File: config.mk
export PLATFORM = sky130hd
export DESIGN_NAME = pts_sqrt
export DESIGN_NICKNAME = d
export VERILOG_FILES = /design/src/pts_pkg.sv /design/src/pts_sqrt.sv
export SDC_FILE = /design/constraint.sdc
export NUM_CORES = 2
export LEC_CHECK = 0
export ABC_CLOCK_PERIOD_IN_PS = 4500
export BUFFER_PORTS_ARGS = -buffer_cell sky130_fd_sc_hd__buf_4
export CAP_MARGIN = 0
export CORE_MARGIN = 1
export CORE_UTILIZATION = 45
export CTS_BUF_LIST = sky130_fd_sc_hd__clkbuf_4 sky130_fd_sc_hd__clkbuf_8
export CTS_CLUSTER_DIAMETER = 60
export DETAILED_ROUTE_END_ITERATION = 10
export PLACE_DENSITY_LB_ADDON = 0.3
export SLEW_MARGIN = 25
export SYNTH_ARGS = -nofsm -noshare
export SYNTH_HDL_FRONTEND = slang
export SYNTH_SLANG_ARGS = --single-unit
File: constraint.sdc
create_clock -name clk_i -period 4.5 [get_ports clk_i]
set_clock_uncertainty 0.15 [all_clocks]
set_input_delay 0.225 -clock clk_i [delete_from_list [all_inputs] [get_ports clk_i]]
set_output_delay 0.225 -clock clk_i [all_outputs]
set_load 0.005 [all_outputs]
File: src/pts_pkg.sv
// Shared types for the point to segment distance pipeline.
package pts_pkg;

  // Per-stage pipeline control handed to the arithmetic units.
  typedef struct packed {
    logic en;
    logic vld;
  } pipe_ctl_t;

  // Which point the foot is taken from.
  typedef enum logic [2:0] {
    SEL_A    = 3'b001,
    SEL_B    = 3'b010,
    SEL_PROJ = 3'b100
  } foot_sel_e;

endpackage

File: src/pts_sqrt.sv
// Pipelined integer square root, one root bit per stage, floored.
module pts_sqrt import pts_pkg::*; #(
  parameter int W = 24
) (
  input  logic           clk_i,
  input  logic           rst_ni,
  input  pipe_ctl_t      ctl_i,
  input  logic [2*W+2:0] rad_i,
  output logic           vld_o,
  output logic [W:0]     root_o
);

  localparam int RootW = W + 2;
  localparam int RadW  = 2 * RootW;

  logic             vld  [RootW+1];
  logic [RootW:0]   rem  [RootW+1];
  logic [RootW-1:0] root [RootW+1];
  logic [RadW-1:0]  rad  [RootW+1];

  assign vld[0]  = ctl_i.vld;
  assign rem[0]  = '0;
  assign root[0] = '0;
  assign rad[0]  = {1'b0, rad_i};

  for (genvar k = 0; k < RootW; k++) begin : g_stage
    logic [RootW+2:0] cand;
    logic [RootW+2:0] trial;
    logic             fit;
    logic             vld_q;
    logic [RootW:0]   rem_q;
    logic [RootW-1:0] root_q;
    logic [RadW-1:0]  rad_q;

    // Bring down the next pair of radicand bits and try appending a one.
    assign cand  = {rem[k], rad[k][RadW-1:RadW-2]};
    assign trial = {1'b0, root[k], 2'b01};
    assign fit   = cand >= trial;

    always_ff @(posedge clk_i or negedge rst_ni) begin
      if (!rst_ni) begin
        vld_q <= 1'b0;
      end else if (ctl_i.en) begin
        vld_q <= vld[k];
      end
    end

    always_ff @(posedge clk_i) begin
      if (ctl_i.en) begin
        rem_q  <= fit ? (RootW+1)'(cand - trial) : cand[RootW:0];
        root_q <= {root[k][RootW-2:0], fit};
        rad_q  <= {rad[k][RadW-3:0], 2'b00};
      end
    end

    assign vld[k+1]  = vld_q;
    assign rem[k+1]  = rem_q;
    assign root[k+1] = root_q;
    assign rad[k+1]  = rad_q;
  end

  assign vld_o  = vld[RootW];
  assign root_o = root[RootW][W:0];

endmodule

* Word level (Yosys, flattened, before mapping)
Index checks and enable logic that the tools add are counted.
** Word-level totals
- Bits in registers :: 1676
- Logic and storage cells :: 179
- Output and inout port bits :: 26
- Input port bits :: 55
** Operators by class
- Add/subtract/negate cells :: 25
- Muxes and demuxes :: 25
- Order comparisons :: 26
** Operators with widths (count)
- $mux 27 :: 24
- $ge 29x10->1 :: 1
- $ge 29x11->1 :: 1
- $ge 29x12->1 :: 1
- $ge 29x13->1 :: 1
- $ge 29x14->1 :: 1
- $ge 29x15->1 :: 1
- $ge 29x16->1 :: 1
- $ge 29x17->1 :: 1
- $ge 29x18->1 :: 1
- $ge 29x19->1 :: 1
- $ge 29x20->1 :: 1
- $ge 29x21->1 :: 1
- $ge 29x22->1 :: 1
- $ge 29x23->1 :: 1
- $ge 29x24->1 :: 1
- $ge 29x25->1 :: 1
- $ge 29x26->1 :: 1
- $ge 29x27->1 :: 1
- $ge 29x3->1 :: 1
- $ge 29x4->1 :: 1
- $ge 29x5->1 :: 1
- $ge 29x6->1 :: 1
- $ge 29x7->1 :: 1
- other kinds (29) :: 29

* Depth between registers and ports, before layout
- Depth in word-level cells :: 2
- Mapped depth :: 14
- Depth with buffers taken out :: 12

* Worst setup path before layout
No wires, ideal clock.
- Kind :: register -> register
- Start :: register g_stage[16].rem_q[1]
- End :: register g_stage[17].rem_q[4] (data pin)
- Path slack :: 1.107 ns
- Arrival time :: 2.983 ns
- Cell stages (with the launch flop) :: 10
- Clock period less this slack :: 3.393 ns
- Cells stage by stage :: edfxtp_1 ha_1 a21oi_1 a21oi_1 o31a_1 o41ai_1 a21oi_1 nor3_1 buf_2 mux2_2
** On the way
- Word-level cells in the longest chain between the ends :: 2
- Elaborated cells on any way between the ends :: 3
- Those cells by class :: 1 x add/sub; 1 x order compare; 1 x mux
** Ends and longest elaborated chain
- start, declared :: line pts_sqrt.sv:31 : logic [RootW:0] rem_q;
- start signal, assigned :: line pts_sqrt.sv:50 : rem_q <= fit ? (RootW+1)'(cand - trial) : cand[RootW:0];
- $sub 27x19->27 / $ge 29x19->1 (equally long branches) :: line pts_sqrt.sv:50, pts_sqrt.sv:38
- $mux 27 * :: line pts_sqrt.sv:50
- end signal, assigned :: line pts_sqrt.sv:50
- end, declared :: line pts_sqrt.sv:31
Mark *: on every way between the ends. The rest lies on a longest branch, timed or not.
A chain may end at the register's enable or synchronous reset.

* Final worst setup path
- Start :: register g_stage[21].rem_q[0]
- End :: register g_stage[22].rem_q[9] (data pin)
** On the way
- Word-level cells in the longest chain between the ends :: 2
- Elaborated cells on any way between the ends :: 3
- Those cells by class :: 1 x add/sub; 1 x order compare; 1 x mux
** Ends and longest elaborated chain (line)
- start, declared :: pts_sqrt.sv:31
- start signal, assigned :: pts_sqrt.sv:50
- $sub 27x24->27 / $ge 29x24->1 (equally long branches) :: pts_sqrt.sv:50, pts_sqrt.sv:38
- $mux 27 * :: pts_sqrt.sv:50
- end signal, assigned :: pts_sqrt.sv:50
- end, declared :: pts_sqrt.sv:31
Marks and branches as above.

==> summary.txt <==
Run status
  • Outcome: complete, no violations

Power
  • VDD IR-drop max: 342 uV
  • Pwr per Cell Area: 482 nW/um2
  • Leakage: 0.0338 uW

Drt
  • Via density per instance: between 5 and 6
  • Routed Antenna Nets: 0
  • Via count: about 46,000
  • Starting DRC count in detailed routing: 3,092
  • Detailed Routing Iterations Pass 1: 6
  • DR WL/cell: ~17 um
  • # DRC: 0
  • Final WL: 145 mm

STA
  • Final Hold Fails: 0
  • Max Transition Viols Final: 0
  • Achievable frequency: around 250 MHz
  • # setup viols final: 0
  • Clock period minus final worst setup slack: 3.94 ns
  • Least-Margin Pin Slew: around 0.96 ns
  • Final setup TNS: 0 ns
  • Final period util: 0.876
  • RSZ-0062 raised after global routing: no
  • Slew HR: 0.363
  • Hold_ws: ~0.23 ns

Floorplanning
  • Chip Height: roughly 410 um
  • # IOs: 81
  • Initial core utilization: 0.453
  • Core box area: approximately 170,000 um2
  • Rows: approximately 150
  • Die ar.: 172,000 um2
  • Die width: 414 um

Global routing
  • Number of global-route vias before repair: 45,700
  • Antenna violations before repair: 1
  • Gr usage total: 0.167
  • Largest net degree at the start of global routing: 148
  • First-pass GRT wire length: 233 mm
  • GR Overflow Total: 0

Critical path
  • Worst setup endpoint: g_stage[22].rem_q[9]
  • CP max stage cell: a21oi_1
  • Crit path depth: 10
  • Reg-to-Reg End: g_stage[22].rem_q[9]
  • Origin of the worst setup path: g_stage[21].rem_q[0]
  • CP peak stage delay: 0.43 ns
  • Critical path class: flip-flop to flip-flop
  • Buf/Inv on CP: 1
  • Startpoint types: flip-flop
  • CP Max Fanout: 44
  • Cells on worst reg2reg path: 10
  • Flop-to-flop setup slack: 0.56 ns
  • WP data required: between 5 and 6 ns
  • Crit-path cells: ha_1 -> or3_1 -> o22ai_1 -> o221ai_1 -> a21oi_1 -> o21ai_0 -> a41oi_1 -> nand2_1 -> buf_4 -> mux2_2
  • Worst endpoint data arrival time: between 4 and 5 ns
  • Crit. End Element: flip-flop
  • Top cell family by delay on the critical path: compound AO/OA/AOI/OAI gates
  • Worst R2R Start: g_stage[21].rem_q[0]

Yosys
  • Syn_area_per_cell: 13.1 um2
  • Area leader, netlist: edfxtp_1
  • Mapped cell area: 76,600 um2
  • Synth area leaders: edfxtp_1 64%, ha_1 6.2%, xor2_1 3.0%, xnor2_1 2.9%, a21oi_1 2.5%
  • Post-synth EDFFs: between 1,500 and 2,000
  • Seq cells post-synth: ~1,700
  • Mapped Nets: 6,262
  • Post-synth ARST share: 0.0157
  • Primary FF master, synth: edfxtp_1
  • Distinct cells, synth: 89
  • Area share of the largest cell type after synthesis: 0.641
  • Syn Inst Count: approximately 6,000
  • Synth warn: 0
  • Dominant cell by count in the synthesized netlist: edfxtp_1
  • Synth top cells by count: 1,633 x edfxtp_1, 451 x inv_1, 394 x nor2_1
  • Seq/Total Area, Yosys: 0.649

Clocking
  • TritonCTS Sinks: 1,659
  • Num CTS Buffers: 303
  • CTS tree: yes
  • CTS root buf: clkbuf_8
  • H-tree depth: 5
  • Maximum root-to-sink buffer count: 4
  • Worst-Skew Late Latency: 1.01 ns
  • Clk slew on worst S/H paths: around 0.060 ns

Flow run
  • Max Cap Viol: 0

Place
  • Placer Congestion: a little under 0.9
  • Post-DP HPWL: 101 mm
  • I/O Buffers: 80
  • Placed cell areas: 80,200 um2

Layout
  • Layout Nets: 6,716
  • Layout cells sized above 1: 0.114
  • Area grow syn2layout: 13.6%
  • Fin area: roughly 87,000 um2

Worst hold path
  • Worst hold path class: flip-flop to flip-flop
-- metrics by stage --
stage | std cells | util | worst slack, ns | total power [uW]
finish | 8710 | 0.514 | 0.557 | 42000
global route | 8710 | 0.514 | 0.317 | 44200
CTS | 8708 | 0.514 | 0.570 | 42500
detailed placement | 8087 | 0.474 | 0.601 | 28700
global placement | 8087 | 0.474 | 0.655 | 28500
floorplan | 5830 | - | 1.11 | 26200
-- power breakdown --
part	total (uW)	switching, uW	internal (uW)	leakage, uW
logic	7850	4390	3460	0.0148
registers	20600	1200	19400	0.0160
clock network	13500	5940	7550	0.00300
total	42000	11500	30400	0.0338
-- sequential cells by signal, indices dropped and copies added (netlist names) --
register	flops
g_stage.rem_q	633
vld_o	1
g_stage.rad_q	650
g_stage.root_q	350
g_stage.vld_q	25
-- routing by layer --
layer	vias up	GRT usage	routed length (um)
li1	22500	-	-
met1	22000	0.201	61200
met2	1032	0.291	72600
met3	341	0.0349	6680
met4	0	0.0709	4910
met5	-	0	0
-- area by class of cell --
cell class	instances	area [um2]
Multi-Input combinational cell	3613	24800
Sequential cell	1659	49700
Clock buffer	389	4870
Antenna cell	1	2.50
Clock inverter	123	777
Fill cell	14200	82100
Tap cell	2218	2780
Inverter	453	1700
Timing Repair Buffer	254	2370
-- how the worst min path moves through the flow --
| stage | cells after the start | endpoint | slack, ns | from |
|---|---|---|---|---|
| floorplan | 0 | g_stage[0].vld_q | -0.22 | rst_ni |
| global placement | 1 | vld_o | -0.01 | rst_ni |
| detailed placement | 1 | vld_o | -0.003 | rst_ni |
| CTS | 3 | g_stage[0].rad_q[11] | 0.18 | rad_i[9] |
| global route | 0 | g_stage[11].rad_q[34] | 0.23 | g_stage[10].rad_q[32] |
| finish | 0 | g_stage[11].rad_q[34] | 0.23 | g_stage[10].rad_q[32] |
-- cell usage in the layout, fill, tap and decap left out, drive strengths merged, types with 75 or more instances in the layout --
cell         count
edfxtp        1633
inv            452
nor2           394
clkbuf         389
ha             377
a21oi          375
nand2          359
o21ai          266
xor2           258
xnor2          254
a21o           157
buf            146
nor3           140
clkinv         110
dlygate4sd3    108
nand3           90
mux2            75
-- cells by family (layout without fill, tap and decap cells) --
logic type	Yosys count	count (layout)	share of synthesized area
flops	1659	1659	0.649
fa+ha+maj	377	377	0.0616
compound gates	1142	1142	0.0932
mux	92	92	0.0133
buf+inv	558	1219	0.0278
other cells	1	2	0.0000490
simple gates	1489	1489	0.0964
xor+xnor	512	512	0.0586
-- repair_timing --
action                                 4_1_cts  5_1_grt
hold buffers                               109        0
setup buffers                                0        0
gates resized for setup                      0        0
endpoints found under the hold margin      511        0
Power figures use the tool's default switching activity.
