## config.mk

```make
export PLATFORM = sky130hd
export DESIGN_NAME = pts_delay
export DESIGN_NICKNAME = d
export VERILOG_FILES = /design/src/pts_delay.sv
export SDC_FILE = /design/constraint.sdc
export NUM_CORES = 1
export LEC_CHECK = 0
export BUFFER_PORTS_ARGS = -buffer_cell sky130_fd_sc_hd__buf_2
export CAP_MARGIN = 30
export CORE_AREA = 2 2 39 41
export DETAILED_ROUTE_END_ITERATION = 8
export DIE_AREA = 0 0 41 43
export MAX_ROUTING_LAYER = met4
export PLACE_DENSITY = 0.69
export SYNTH_ARGS = -nofsm -noshare
export SYNTH_HDL_FRONTEND = slang
export SYNTH_SLANG_ARGS = --single-unit
```

## constraint.sdc

```tcl
create_clock -name clk_i -period 0.8 [get_ports clk_i]
set_input_delay 0.16 -clock clk_i [delete_from_list [all_inputs] [get_ports clk_i]]
set_output_delay 0.16 -clock clk_i [all_outputs]
set_load 0.01 [all_outputs]
```

## src/pts_delay.sv

```systemverilog
// Enabled delay line that carries sideband data alongside an arithmetic unit.
module pts_delay #(
  parameter int Width = 8,
  parameter int Depth = 2
) (
  input  logic             clk_i,
  input  logic             en_i,
  input  logic [Width-1:0] data_i,
  output logic [Width-1:0] data_o
);

  logic [Width-1:0] tap_q [Depth];

  always_ff @(posedge clk_i) begin
    if (en_i) begin
      tap_q[0] <= data_i;
      for (int i = 1; i < Depth; i++) begin
        tap_q[i] <= tap_q[i-1];
      end
    end
  end

  assign data_o = tap_q[Depth-1];

endmodule

```

# Word-level counts from Yosys, hierarchy flattened
# Memory sizes are Yosys's and may differ from the RTL's.
# Index checks and enable logic that the tools add are counted.
# word_totals
register_bits	0
mem_bits_rw	16
elab_cells	3
mem_count	1
# memory_table
memory	depth	width	rd	rd_ports_with_merged_regs	write_ports	line	text
tap_q	2	8	2	0	2	12	logic [Width-1:0] tap_q [Depth];
# op_classes
mux	2
# ops
cell	n
two-way mux 1 bit	2

# Depth between registers and ports, before layout
# Gate-level depths: netlist (run 1).
# logic_depth
ltp_word	2
mapped_depth	1
depth_no_buf	0

# Worst setup path before layout (run 1)
# No wires, ideal clock.
# synth_path
kind	flip-flop to output port
startpoint	mem tap_q[1][0] (netlist: tap_q[0][8])
endpoint	out data_o[0]
arrival_ns	0.476
slack_ns	0.164
stages_incl_launch_ff	2
path_buffers	1
cell_sequence	edfxtp_1 > buf_4
# synth_rtl
element	line	text
from (decl)	12	
to (decl)	9	output logic [Width-1:0] data_o

==> results.py, run 1 <==
metrics = {
    "floorplan": {
        "dieWidth_um": 41,
        "core_area_um2": 1380,
        "die_h_um": 43,
        "initial_core_util_pct": 39.1,
        "die_area_um2": 1760,
        "num_io_pins": 18,
        "rows": 14,
    },
    "cells_and_area": {
        "final-seq-area_um2": 480,
        "drive_gt1_share_pct": 55.3,
        "reg_top3": "tap_q x16",
        "top_register": "tap_q",
        "utilization_pct": 45.7,
        "area_growth_pct": 16.9,
        "diodes": 0,
        "fillers": 116,
        "stdcell_area_um2": 632,
        "multi_input_area_um2": 0,
        "fin_nets": 49,
        "largest_reg_flops": 16,
        "multi_input_gates": 0,
    },
    "timing": {
        "period_minus_slack_ns": 0.945,
        "rsz0062_at_grt": "yes",
        "finalCritPeriodShare_pct": 118,
        "setup_ws_ns": -0.145,
        "setup_viol": 8,
        "setup_tns_ns": -1.05,
        "finalHoldViolations": 0,
        "final_max_slew_viol_count": 0,
        "relSlewSlack_pct": 94.2,
        "clock.fmax_ghz": 1.06,
        "skew_ns": 0.00250,
        "worst_pin_slew_ns": 0.0874,
    },
    "clock_tree": {
        "clock_latency_ns": 0.27,
        "htreeDepth": 1,
        "clock-sinks": 16,
        "cts_tree": "done",
        "cts_buffer_depth": 2,
        "cts-root-buf": "clkbuf_4",
        "cts_inserted_buffers": 3,
        "clk_pin_slew_ns": 0.08,
        "ctsHoldBuffers": 0,
        "ctsResizeCount": 0,
    },
    "synth": {
        "synth_warnings": 0,
        "synth-xor-area-share_pct": 0,
        "synth_area_per_cell_um2": 22.5,
        "synth_seq_cells": 16,
        "synth_nets": 34,
        "synth_top_family_by_area": "buffers and inverters",
        "synth_compound_area_share_pct": 0,
        "yosysUniqueCellTypes": 2,
        "synthAdderAreaFrac_pct": 0,
        "synthCells": 24,
        "syn_area_um2": 541,
        "synth_mux_area_share_pct": 0,
        "ys_seq_area_share_pct": 88.9,
        "synth_simple_gate_area_share_pct": 0,
    },
    "critical_path": {
        "worst-path-stages": 1,
        "path_delay_family": "flip-flops",
        "cp-start-kind": "flop",
        "required_ns": 0.64,
        "max_stage_delay_ns": 0.37,
        "cp_num_buf_inv": 1,
        "crit_path_cell_trace": "buf_2",
        "worstPathArrival_ns": 0.79,
        "end_kind": "output pin",
        "worstPathMaxFanout": 1,
        "worstRegToRegCells": 0,
        "slowest_stage": "edfxtp_1",
        "crit_type": "reg -> out",
    },
    "flow_run": {
        "cap_violations": 0,
    },
    "drt": {
        "wl_um": 501,
        "dr.first_iter.drc_count": 9,
        "avgRoutedWirePerCell_um": 9.28,
        "antenna_left": 0,
        "post-route-drc-count": 0,
        "via_count": 215,
        "viasPerCell": 3.98,
        "dr.pass1.iters": 2,
    },
    "global_routing": {
        "grt_pass1_wl_um": 779,
        "grt_overflow": 0,
        "antenna_found_initial": 0,
        "grt_start_max_net_pins": 17,
        "grt_usage_pct": 7.29,
        "grt_pass1_vias": 190,
    },
    "power_and_ir_drop": {
        "power_w": 0.00148,
        "total_leakage_power_nw": 0.248,
        "power_density_nw_per_um2": 2340,
        "vdd_ir_drop_max_uv": 1290,
    },
    "place": {
        "routabilityCongestion": 0.541,
        "placed_area_um2": 606,
        "port_buffers": 17,
    },
    "outcome": {
        "status": "finished with violations",
        "violations": "setup timing",
    },
    "min_path": {
        "worstHoldPathType": "in -> reg",
        "hold_depth": 1,
    },
}
[layout make-up]
class                 instances  area share, %
Clock buffer                  3           3.56
Clock inverter                1          0.594
Sequential cell              16           76.0
Tap cell                     16           3.17
Timing Repair Buffer         18           16.6
[cell usage after synthesis]
cell / count / area, um2
buf_4: 8 / 60.1
edfxtp_1: 16 / 480
[per-stage QoR]
stage | std cells | worst slack [ns] | hold slack [ns]
2_1_floorplan | 24 | 0.164 | 0.259
3_3_place_gp | 50 | 0.103 | 0.336
3_5_place_dp | 50 | 0.0974 | 0.339
4_1_cts | 54 | -0.165 | 0.0470
5_1_grt | 54 | -0.189 | 0.0446
6_report | 54 | -0.145 | 0.0609
[power breakdown]
group,total [W],internal (W),leakage (nW),switching (W)
sequential,0.00100,0.000992,0.157,0.0000113
clock,0.000392,0.000180,0.0154,0.000212
combinational,0.0000850,0.0000422,0.0763,0.0000428
[worst paths after layout]
| check | start | to | slack (ns) |
|---|---|---|---|
| hold reg to reg | tap_q[0][2]$_DFFE_PP_ | tap_q[0][10]$_DFFE_PP_ | 0.42 |
| setup reg to reg | tap_q[0][5]$_DFFE_PP_ | tap_q[0][13]$_DFFE_PP_ | 0.18 |
| hold / removal | data_i[1] | tap_q[0][1]$_DFFE_PP_ | 0.06 |
| setup / recovery | tap_q[0][15]$_DFFE_PP_ | data_o[7] | -0.15 |
[layout by cell type, fill, tap and decap left out, drive strengths merged]
| master | Yosys | routed |
|---|---|---|
| buf | 8 | 18 |
| clkinv | 0 | 1 |
| clkbuf | 0 | 3 |
| edfxtp | 16 | 16 |
[routing by layer]
layer / vias to the layer above / global-route usage, % / wire, um
met5: - / - / 0
met4: 0 / 6.00 / 0
met3: 0 / 3.14 / 88
met2: 15 / 8.44 / 208
met1: 92 / 9.56 / 204
li1: 108 / - / -
[kinds of logic (layout without fill, tap and decap cells)]
group,after synthesis,in the layout
flip-flops,16,16
buffers and inverters,8,22
[timing repair]
action	in CTS	in global routing
pin swaps	0	0
endpoints found under the setup margin	8	8
buffers inserted	0	0
endpoints found under the hold margin	0	0
Power figures use the tool's default switching activity.
==> inputs of run 2 (changes only) <==
PLACE_DENSITY = 0.68   (was 0.69)
==> results.py, run 2 (synthesis gave the netlist of run 1 again) <==
metrics = {
    "power_and_ir_drop": {
        "power_density_nw_per_um2": 2340,
        "vdd_ir_drop_max_uv": 975,
        "total_leakage_power_nw": 0.248,
    },
    "floorplan": {
        "die_area_um2": 1760,
        "dieWidth_um": 41,
        "num_io_pins": 18,
        "initial_core_util_pct": 39.1,
        "core_area_um2": 1380,
        "die_h_um": 43,
        "rows": 14,
    },
    "clock_tree": {
        "ctsResizeCount": 0,
        "clock_latency_ns": 0.27,
        "htreeDepth": 1,
        "cts_buffer_depth": 2,
        "cts-root-buf": "clkbuf_4",
        "cts_inserted_buffers": 3,
        "cts_tree": "done",
        "clock-sinks": 16,
        "clk_pin_slew_ns": 0.08,
        "ctsHoldBuffers": 0,
        "postCtsSetupBuffers": 0,
    },
    "critical_path": {
        "cp_num_buf_inv": 1,
        "r2r-start": "tap_q[0][7]$_DFFE_PP_",
        "required_ns": 0.64,
        "rrSetupSlack_ns": 0.17,
        "endpoint": "data_o[1]",
        "timing.rr.end": "tap_q[0][15]$_DFFE_PP_",
        "path_delay_family": "flip-flops",
        "crit_type": "reg -> out",
        "max_stage_delay_ns": 0.38,
        "crit_path_cell_trace": "buf_2",
        "worst-path-stages": 1,
        "worstPathMaxFanout": 1,
        "worstRegToRegCells": 0,
        "cp-start-kind": "flop",
        "startpoint": "tap_q[0][9]$_DFFE_PP_",
        "worstPathArrival_ns": 0.79,
        "end_kind": "output pin",
        "slowest_stage": "edfxtp_1",
    },
    "cells_and_area": {
        "final-seq-area_um2": 480,
        "final_cell_mix": "buf_2 (17), edfxtp_1 (16), clkbuf_4 (3)",
        "drive_gt1_share_pct": 55.3,
        "largest_reg_flops": 16,
        "area_growth_pct": 16.9,
        "fin_nets": 49,
        "multi_input_area_um2": 0,
        "top_register": "tap_q",
        "layout_commonest_cell": "buf_2",
        "diodes": 0,
        "stdcell_count": 54,
        "multi_input_gates": 0,
        "fillers": 145,
        "reg_top3": "tap_q x16",
    },
    "global_routing": {
        "grt_start_max_net_pins": 17,
        "grt_usage_pct": 7.81,
        "grt_overflow": 0,
        "grt_pass1_vias": 175,
        "grt_pass1_wl_um": 807,
        "antenna_found_initial": 0,
    },
    "timing": {
        "finalCritPeriodShare_pct": 119,
        "relSlewSlack_pct": 94.2,
        "worst_pin_slew_ns": 0.0874,
        "setup_ws_ns": -0.151,
        "setup_viol": 8,
        "finalHoldViolations": 0,
        "setup_tns_ns": -1.03,
        "rsz0062_at_grt": "yes",
        "skew_ns": 0.00118,
        "clock.fmax_ghz": 1.05,
        "final_max_slew_viol_count": 0,
        "period_minus_slack_ns": 0.951,
    },
    "flow_run": {
        "cap_violations": 0,
    },
    "drt": {
        "viasPerCell": 3.93,
        "wl_um": 530,
        "dr.first_iter.drc_count": 0,
        "avgRoutedWirePerCell_um": 9.81,
        "antenna_left": 0,
        "post-route-drc-count": 0,
        "via_count": 212,
        "dr.pass1.iters": 1,
    },
    "min_path": {
        "worstHoldPathType": "in -> reg",
    },
    "place": {
        "routabilityCongestion": 0.559,
        "port_buffers": 17,
        "dp.cells": 50,
    },
    "outcome": {
        "status": "finished with violations",
        "violations": "setup timing",
    },
}
## run 2: cell counts in the layout (fill, tap and decap cells not counted)
No cell type changed its count.
## run 2: worst min-delay path by stage
stage                   start                    end  slack [ns]  depth (start not counted)
floorplan           data_i[0]  tap_q[0][0]$_DFFE_PP_        0.26                          0
global placement    data_i[3]  tap_q[0][3]$_DFFE_PP_        0.34                          1
detailed placement  data_i[2]  tap_q[0][2]$_DFFE_PP_        0.34                          1
CTS                 data_i[2]  tap_q[0][2]$_DFFE_PP_        0.05                          1
global route        data_i[2]  tap_q[0][2]$_DFFE_PP_        0.03                          1
finish              data_i[2]  tap_q[0][2]$_DFFE_PP_        0.06                          1
## run 2: layout make-up
| type | instances | area share [%] |
|---|---|---|
| Sequential cell | 16 | 76.0 |
| Timing Repair Buffer | 18 | 16.6 |
| Clock buffer | 3 | 3.56 |
| Tap cell | 16 | 3.17 |
| Clock inverter | 1 | 0.594 |
## run 2: per-stage QoR
stage          util [%]  setup slack [ns]  instance area [um2]  hold WS, ns  total power, W
6_report           45.7            -0.151                  632       0.0606         0.00148
5_1_grt            45.7            -0.197                  632       0.0316         0.00157
4_1_cts            45.7            -0.175                  632       0.0484         0.00151
3_5_place_dp       43.8            0.0914                  606        0.338         0.00111
3_3_place_gp       43.8             0.101                  606        0.336         0.00110
2_1_floorplan         -             0.164                  541        0.259         0.00107
## run 2: power breakdown
group	switching, W	internal (W)	total (W)	leakage, nW
clock	0.000208	0.000180	0.000388	0.0154
combinational	0.0000422	0.0000421	0.0000843	0.0763
sequential	0.0000126	0.000992	0.00100	0.157
## run 2: layer usage
layer	wire (um)	GRT usage, %	up-vias
li1	-	-	109
met1	203	9.85	92
met2	267	8.75	11
met3	59	3.14	0
met4	0	8.00	0
met5	0	-	-
